`src/sv/krt_pkg.sv`:
```
// Shared types and constants for the keyed record table.
// Used by krt_mem, krt_ctrl and keyed_record_table; no other dependencies.
`timescale 1ns / 1ps

package krt_pkg;

  localparam int TABLE_DEPTH_DEF = 512;

  localparam int OP_W     = 3;
  localparam int KEY_W    = 19;
  localparam int SEX_W    = 2;
  localparam int AGE_W    = 7;
  localparam int INDEX_W  = 9;
  localparam int STATUS_W = 2;
  localparam int POS_W    = 9;
  localparam int FILL_W   = 10;

  typedef enum logic [OP_W-1:0] {
    OP_INSERT = 3'd0,
    OP_DELETE = 3'd1,
    OP_SEARCH = 3'd2,
    OP_SORT   = 3'd3,
    OP_READ   = 3'd4
  } op_e;

  typedef enum logic [STATUS_W-1:0] {
    STAT_OK        = 2'd0,
    STAT_NOT_FOUND = 2'd1,
    STAT_FULL      = 2'd2,
    STAT_BEYOND    = 2'd3
  } status_e;

  typedef enum logic [2:0] {
    S_IDLE,
    S_SCAN,
    S_RD_WAIT,
    S_SORT_FETCH,
    S_SORT_INNER,
    S_SORT_STORE
  } state_e;

  typedef struct packed {
    logic [KEY_W-1:0] key;
    logic [SEX_W-1:0] sex;
    logic [AGE_W-1:0] age;
  } rec_t;

endpackage

```
`src/sv/krt_ctrl.sv`:
```
// Operation sequencer: read-modify-write walks over the record memory.
// Depends on krt_pkg; drives the ports of krt_mem.
`timescale 1ns / 1ps

module krt_ctrl #(
  parameter int DEPTH = krt_pkg::TABLE_DEPTH_DEF,
  parameter int AW    = $clog2(krt_pkg::TABLE_DEPTH_DEF),
  parameter int CW    = $clog2(krt_pkg::TABLE_DEPTH_DEF + 1)
) (
  input  logic                         clk_i,
  input  logic                         rst_ni,
  input  logic                         start,
  output logic                         busy,
  input  logic [krt_pkg::OP_W-1:0]     op_i,
  input  logic [krt_pkg::KEY_W-1:0]    key_i,
  input  logic [krt_pkg::SEX_W-1:0]    sex_i,
  input  logic [krt_pkg::AGE_W-1:0]    age_i,
  input  logic [krt_pkg::INDEX_W-1:0]  index_i,
  output logic                         mem_we_o,
  output logic [AW-1:0]                mem_waddr_o,
  output krt_pkg::rec_t                mem_wdata_o,
  output logic [AW-1:0]                mem_raddr_o,
  input  krt_pkg::rec_t                mem_rdata_i,
  output logic                         done_o,
  output krt_pkg::status_e             status_o,
  output logic [krt_pkg::POS_W-1:0]    position_o,
  output krt_pkg::rec_t                rec_o,
  output logic [krt_pkg::FILL_W-1:0]   fill_count_o
);
  import krt_pkg::*;

  localparam logic [CW-1:0] DEPTH_C = CW'(DEPTH);

  state_e              state_q, state_d;
  logic [CW-1:0]       cnt_q, cnt_d;
  logic [CW-1:0]       rd_ptr_q, rd_ptr_d;
  logic [CW-1:0]       wr_ptr_q, wr_ptr_d;
  logic [CW-1:0]       didx_q, didx_d;
  logic [CW-1:0]       i_q, i_d;
  logic                vld_q, vld_d;
  logic                del_q, del_d;
  logic [KEY_W-1:0]    key_q, key_d;
  logic [INDEX_W-1:0]  idx_q, idx_d;
  rec_t                rec_i_q, rec_i_d;
  logic                done_q, done_d;
  status_e             status_q, status_d;
  logic [POS_W-1:0]    pos_q, pos_d;
  rec_t                rec_q, rec_d;

  logic [31:0]         didx_ext, idx_ext, cnt_ext;
  logic                match, last, less, rd_more, rd_in_range, sort_end;
  logic [CW-1:0]       w_fin;

  assign didx_ext    = 32'(didx_q);
  assign idx_ext     = 32'(index_i);
  assign cnt_ext     = 32'(cnt_q);
  assign match       = mem_rdata_i.key == key_q;
  assign less        = mem_rdata_i.key < rec_i_q.key;
  assign last        = didx_q == (cnt_q - CW'(1));
  assign rd_more     = rd_ptr_q < cnt_q;
  assign rd_in_range = idx_ext < cnt_ext;
  assign sort_end    = (i_q + CW'(2)) == cnt_q;
  assign w_fin       = match ? wr_ptr_q : (wr_ptr_q + CW'(1));

  // Next state
  always_comb begin
    state_d = state_q;
    case (state_q)
      S_IDLE: begin
        if (start) begin
          case (op_i)
            OP_DELETE, OP_SEARCH: begin
              if (cnt_q != '0) state_d = S_SCAN;
            end
            OP_SORT: begin
              if (cnt_q >= CW'(2)) state_d = S_SORT_FETCH;
            end
            OP_READ: begin
              if (rd_in_range) state_d = S_RD_WAIT;
            end
            default: state_d = S_IDLE;
          endcase
        end
      end
      S_SCAN: begin
        if (vld_q && (last || (!del_q && match))) state_d = S_IDLE;
      end
      S_RD_WAIT:    state_d = S_IDLE;
      S_SORT_FETCH: state_d = S_SORT_INNER;
      S_SORT_INNER: begin
        if (vld_q && last) state_d = S_SORT_STORE;
      end
      S_SORT_STORE: state_d = sort_end ? S_IDLE : S_SORT_FETCH;
      default:      state_d = S_IDLE;
    endcase
  end

  // Datapath and memory control
  always_comb begin
    cnt_d       = cnt_q;
    rd_ptr_d    = rd_ptr_q;
    wr_ptr_d    = wr_ptr_q;
    didx_d      = didx_q;
    i_d         = i_q;
    vld_d       = 1'b0;
    del_d       = del_q;
    key_d       = key_q;
    idx_d       = idx_q;
    rec_i_d     = rec_i_q;
    done_d      = 1'b0;
    status_d    = status_q;
    pos_d       = pos_q;
    rec_d       = rec_q;
    mem_we_o    = 1'b0;
    mem_waddr_o = wr_ptr_q[AW-1:0];
    mem_wdata_o = rec_i_q;
    mem_raddr_o = rd_ptr_q[AW-1:0];

    case (state_q)
      S_IDLE: begin
        if (start) begin
          key_d    = key_i;
          del_d    = op_i == OP_DELETE;
          idx_d    = index_i;
          pos_d    = '0;
          rec_d    = '0;
          status_d = STAT_OK;
          case (op_i)
            OP_INSERT: begin
              done_d = 1'b1;
              if (cnt_q == DEPTH_C) begin
                status_d = STAT_FULL;
              end else begin
                mem_we_o    = 1'b1;
                mem_waddr_o = cnt_q[AW-1:0];
                mem_wdata_o = '{key: key_i, sex: sex_i, age: age_i};
                cnt_d       = cnt_q + CW'(1);
              end
            end
            OP_DELETE, OP_SEARCH: begin
              if (cnt_q == '0) begin
                done_d   = 1'b1;
                status_d = STAT_NOT_FOUND;
              end else begin
                mem_raddr_o = '0;
                rd_ptr_d    = CW'(1);
                wr_ptr_d    = '0;
                didx_d      = '0;
                vld_d       = 1'b1;
              end
            end
            OP_SORT: begin
              if (cnt_q < CW'(2)) begin
                done_d = 1'b1;
              end else begin
                mem_raddr_o = '0;
                i_d         = '0;
              end
            end
            OP_READ: begin
              if (rd_in_range) begin
                mem_raddr_o = idx_ext[AW-1:0];
              end else begin
                done_d   = 1'b1;
                status_d = STAT_BEYOND;
              end
            end
            default: done_d = 1'b1;
          endcase
        end
      end

      S_SCAN: begin
        if (rd_more) begin
          mem_raddr_o = rd_ptr_q[AW-1:0];
          rd_ptr_d    = rd_ptr_q + CW'(1);
          didx_d      = rd_ptr_q;
          vld_d       = 1'b1;
        end
        if (vld_q) begin
          if (!del_q) begin
            if (match) begin
              done_d   = 1'b1;
              status_d = STAT_OK;
              pos_d    = didx_ext[POS_W-1:0];
              rec_d    = mem_rdata_i;
            end else if (last) begin
              done_d   = 1'b1;
              status_d = STAT_NOT_FOUND;
            end
          end else begin
            // compact: keep non-matching records in order
            if (!match) begin
              mem_we_o    = 1'b1;
              mem_waddr_o = wr_ptr_q[AW-1:0];
              mem_wdata_o = mem_rdata_i;
              wr_ptr_d    = wr_ptr_q + CW'(1);
            end
            if (last) begin
              done_d = 1'b1;
              if (w_fin == cnt_q) begin
                status_d = STAT_NOT_FOUND;
              end else begin
                status_d = STAT_OK;
                cnt_d    = w_fin;
              end
            end
          end
        end
      end

      S_RD_WAIT: begin
        done_d   = 1'b1;
        status_d = STAT_OK;
        pos_d    = idx_q;
        rec_d    = mem_rdata_i;
      end

      S_SORT_FETCH: begin
        rec_i_d     = mem_rdata_i;
        mem_raddr_o = i_q[AW-1:0] + AW'(1);
        rd_ptr_d    = i_q + CW'(2);
        didx_d      = i_q + CW'(1);
        vld_d       = 1'b1;
      end

      S_SORT_INNER: begin
        if (rd_more) begin
          mem_raddr_o = rd_ptr_q[AW-1:0];
          rd_ptr_d    = rd_ptr_q + CW'(1);
          didx_d      = rd_ptr_q;
          vld_d       = 1'b1;
        end
        // swap: hold the smaller record, write the larger one back
        if (vld_q && less) begin
          mem_we_o    = 1'b1;
          mem_waddr_o = didx_q[AW-1:0];
          mem_wdata_o = rec_i_q;
          rec_i_d     = mem_rdata_i;
        end
      end

      S_SORT_STORE: begin
        mem_we_o    = 1'b1;
        mem_waddr_o = i_q[AW-1:0];
        mem_wdata_o = rec_i_q;
        i_d         = i_q + CW'(1);
        mem_raddr_o = i_q[AW-1:0] + AW'(1);
        if (sort_end) begin
          done_d   = 1'b1;
          status_d = STAT_OK;
        end
      end

      default: ;
    endcase
  end

  always_ff @(posedge clk_i or negedge rst_ni) begin
    if (!rst_ni) begin
      state_q <= S_IDLE;
      cnt_q   <= '0;
      vld_q   <= 1'b0;
      done_q  <= 1'b0;
    end else begin
      state_q <= state_d;
      cnt_q   <= cnt_d;
      vld_q   <= vld_d;
      done_q  <= done_d;
    end
  end

  always_ff @(posedge clk_i) begin
    rd_ptr_q <= rd_ptr_d;
    wr_ptr_q <= wr_ptr_d;
    didx_q   <= didx_d;
    i_q      <= i_d;
    del_q    <= del_d;
    key_q    <= key_d;
    idx_q    <= idx_d;
    rec_i_q  <= rec_i_d;
    status_q <= status_d;
    pos_q    <= pos_d;
    rec_q    <= rec_d;
  end

  assign busy         = state_q != S_IDLE;
  assign done_o       = done_q;
  assign status_o     = status_q;
  assign position_o   = pos_q;
  assign rec_o        = rec_q;
  assign fill_count_o = cnt_ext[FILL_W-1:0];

endmodule
```
`config.mk`:
```
export PLATFORM = sky130hd
export DESIGN_NAME = krt_ctrl
export DESIGN_NICKNAME = d
export VERILOG_FILES = /design/src/sv/krt_pkg.sv /design/src/sv/krt_ctrl.sv
export SDC_FILE = /design/constraint.sdc
export NUM_CORES = 1
export LEC_CHECK = 0
export ABC_CLOCK_PERIOD_IN_PS = 12600
export BUFFER_PORTS_ARGS = -buffer_cell sky130_fd_sc_hd__buf_4
export CAP_MARGIN = 20
export CELL_PAD_IN_SITES_DETAIL_PLACEMENT = 1
export CELL_PAD_IN_SITES_GLOBAL_PLACEMENT = 2
export CORE_MARGIN = 4
export CORE_UTILIZATION = 38
export DETAILED_ROUTE_END_ITERATION = 8
export PLACE_DENSITY_LB_ADDON = 0.2
export SYNTH_ARGS = -nofsm -noshare
export SYNTH_HDL_FRONTEND = slang
export SYNTH_SLANG_ARGS = --single-unit
```
`constraint.sdc`:
```
create_clock -name clk_i -period 12.6 [get_ports clk_i]
set_input_delay 2.52 -clock clk_i [delete_from_list [all_inputs] [get_ports clk_i]]
set_output_delay 2.52 -clock clk_i [all_outputs]
set_load 0.01 [all_outputs]
```
==> out/qor.csv <==
metric,value,unit
number of global-route vias before repair,8720,
P_sw,0.001382,W
worst reg2reg setup slack,8.46,ns
XOR/XNOR Fraction of Synth Area,7.642,%
Max-cap violations,0,
DR pass1 iterations,7,
Logic pwr share,50.7,%
final worst-path cycle share,63.79,%
fin. max-slew vios,0,
Power Total,0.003085,W
setup tns final,0,ns
status,"complete, no violations",
Synth async-reset ratio,9.934,%
Final min period,8.037,ns
CP Class,in2out,
GRT overflow,0,
residual DRC count,0,
worst hold-check path type,reg2reg,
Most used DFF post-synth,edfxtp_1,
RSZ-0062 raised after global routing,no,
Max Clk Rate,124.4,MHz
startpoint type of the worst setup path,input port,
RePlAce Congestion,0.8944,
WL per Instance,23.62,um
mux share of post-synthesis cell area,0.9294,%
H-tree depth,4,
initial drt markers,663,
Synth-to-Final Area Change,22.42,%
antenna-violating nets left,0,
Bufs and invs on worst path,4,
LEAKAGE,4.771,nW
post-CTS sizing,0,
first-pass GRT wire length,53690,um
Synthesis Warnings,0,
initial core utilization,38.60,%
I/O Buffers,168,
Hold Path Cell Cnt,2,
final hold violations,0,
final setup violation count,0,
worst-case clock buffer depth,2,
CP max stage cell,nor4_1,
Post-synth EDFFs,136,
Synth Register Bits,151,
reg2reg end,done_o$_DFF_PN0_,
setup bufs post-CTS,0,
layout cells sized above 1,20.51,%
hpwl dp,25780,um
Worst Path Required,10.08,ns
Tot GR Track Use,24.41,%
proportion of synthesized chip area in sequential cells,46.00,%
largest net degree at the start of global routing,38,
Clock Pin Slew Worst Setup and Hold Paths,0.07,ns
Multi-input gate area,4818,um^2
core area,25110,um^2
r2r worst-path depth,8,
Pint,0.001703,W
synthesized cell area,9693,um^2
Adder-Cell Fraction of Synth Area,5.421,%
final net count,1241,
crit-path max cell delay,0.54,ns
Rel. slew slack,23.99,%
Post-Synthesis Cells,986,
worst-margin pin slew,1.138,ns
Synth Area per Inst,9.831,um^2
Flop pwr share,32.2,%
complex-gate fraction of the synthesized area,18.57,%
switching share of power,44.79,%
Vias/cell,5.793,
diode count,0,
# rows,58,
worst-path fanout max,29,
boundary pin count,169,
simple-gate portion of the synthesized area,16.88,%
Reg2Reg Launch Point,fill_count_o[7]$_DFFE_PN0P_,
storage element area,4459,um^2
"Hold-fix buffers, CTS",0,
CTS buffer count,17,
FILL cells,2843,
DRT Wirelength,34740,um
Critical Path Start,mem_rdata_i[25],
CP endpoint kind,output port,
clk root buf,clkbuf_16,
Worst path depth,12,
CTS tree,yes,
CTS Sinks,151,
Yosys cell types,74,
crit path cell chain,"buf_4, xor2_1, nor4_1, and2_1, nand2_1, and2_1, buf_4, nor2_2, buf_6, nand2_1, nand2_1, buf_4",
clk_lat worst skew,0.43,ns
Final Skew,0.01457,ns
Die Area,28130,um^2
Clk pwr share,17.1,%
Die X,167.7,um
power density over the cells,260.0,nW/um^2
initial antenna violation count,0,
Syn Nets,1099,
"delay-heaviest family, CP",simple AND/OR/NAND/NOR gates,
combinational family with the most area after synthesis,compound AO/OA/AOI/OAI gates,
"Arr. time, crit path",5.52,ns
DR vias,8521,
maximum ir drop on the vdd rail,0.2241,mV
CP endpoint,mem_wdata_o[16],
die height,167.7,um
metal layers:
metal | vias to the layer above | global-route usage (%) | share of wire (%)
met5 | - | 0 | 0
met4 | 0 | 5.293 | 1.4
met3 | 34 | 3.281 | 4.5
met2 | 280 | 41.57 | 49
met1 | 4282 | 33.42 | 45
li1 | 3925 | - | -
per-stage QoR:
step	utilization (%)	area, um^2	hold slack (ns)	std cells	setup WS [ns]
global placement	44.77	11240	0.5610	1437	4.353
finish	47.26	11870	0.5908	1471	4.563
floorplan	-	9693	0.5517	986	5.635
global route	47.26	11870	0.6398	1471	4.371
CTS	47.21	11860	0.5952	1470	4.177
detailed placement	44.80	11250	0.5777	1438	4.177
state kept, by name, indices dropped and copies added, names as in the netlist:
name	count
done_o	1
vld_q	1
del_q	1
rec_o	28
i_q	10
rec_i_q	28
idx_q	9
position_o	9
rd_ptr_q	10
key_q	19
status_o	2
state_q	3
didx_q	10
wr_ptr_q	10
fill_count_o	10
worst min-delay path by stage:
| stage | start | end |
|---|---|---|
| floorplan | idx_q[0]$_DFFE_PP_ | position_o[0]$_DFFE_PP_ |
| global placement | idx_q[0]$_DFFE_PP_ | position_o[0]$_DFFE_PP_ |
| detailed placement | idx_q[2]$_DFFE_PP_ | position_o[2]$_DFFE_PP_ |
| CTS | idx_q[2]$_DFFE_PP_ | position_o[2]$_DFFE_PP_ |
| global route | idx_q[2]$_DFFE_PP_ | position_o[2]$_DFFE_PP_ |
| finish | idx_q[2]$_DFFE_PP_ | position_o[2]$_DFFE_PP_ |
kinds of logic (layout without fill, tap and decap cells):
| group | count (synthesis) | after routing |
|---|---|---|
| xor+xnor | 83 | 83 |
| fa+ha+maj | 42 | 42 |
| buf+inv | 106 | 261 |
| compound gates | 245 | 245 |
| flops | 151 | 151 |
| mux | 9 | 9 |
| simple gates | 350 | 350 |
tightest hold or removal path, delay by kind of cell, from the launching register on:
kind             cells  cell delay, ns
flip-flops           1            0.32
AND/OR/NAND/NOR      1            0.08
AO/OA/AOI/OAI        1            0.07
power groups by stage:
| stage | logic, W | clock network [W] | registers (W) |
|---|---|---|---|
| 6_report | 0.00156 | 0.000528 | 0.000994 |
| 5_1_grt | 0.00172 | 0.000558 | 0.00101 |
| 4_1_cts | 0.00157 | 0.000536 | 0.000990 |
| 3_5_place_dp | 0.00156 | 0 | 0.00100 |
| 3_3_place_gp | 0.00154 | 0 | 0.000995 |
| 2_1_floorplan | 0.000976 | 0 | 0.000896 |
synth_stat cells (5+ instances only):
master / instances / area share, %
nand2_1: 120 / 4.6
a22oi_1: 40 / 3.1
nor3_1: 20 / 1.0
mux2i_1: 9 / 0.93
o211ai_1: 11 / 0.85
nand3_1: 20 / 1.0
a221o_1: 6 / 0.62
nand4_1: 14 / 0.90
ha_1: 42 / 5.4
nor2_1: 93 / 3.6
nor2b_1: 6 / 0.39
and3_1: 11 / 0.71
nor4_1: 9 / 0.58
o22a_1: 11 / 0.99
a21oi_1: 25 / 1.3
o21ai_0: 43 / 2.2
edfxtp_1: 136 / 42
inv_1: 39 / 1.5
and2_1: 33 / 2.1
buf_2: 16 / 0.83
a211oi_1: 6 / 0.46
clkbuf_1: 43 / 1.7
a31oi_1: 13 / 0.84
nand2b_1: 5 / 0.32
o22ai_1: 15 / 0.97
o311a_1: 9 / 0.93
xnor2_1: 46 / 4.2
xor2_1: 36 / 3.3
dfrtp_1: 15 / 3.9
a21o_1: 10 / 0.77
layout make-up:
| type | instances | share of cell area [%] |
|---|---|---|
| clock buffer | 17 | 3.585 |
| sequential | 151 | 37.58 |
| inverter | 41 | 1.297 |
| timing repair buffer | 188 | 11.93 |
| multi-input combinational | 729 | 40.61 |
| clock inverter | 15 | 1.529 |
| tap | 330 | 3.480 |
layout by cell type (no fill, tap or decap), types with 36 or more instances in the layout:
cell type  count
ha_1          42
edfxtp_1     136
nand2_1      120
nor2_1        91
buf_4        187
xor2_1        36
a22oi_1       40
xnor2_1       46
inv_1         39
o21ai_0       42
No activity file was read; power rests on OpenSTA's default activity.
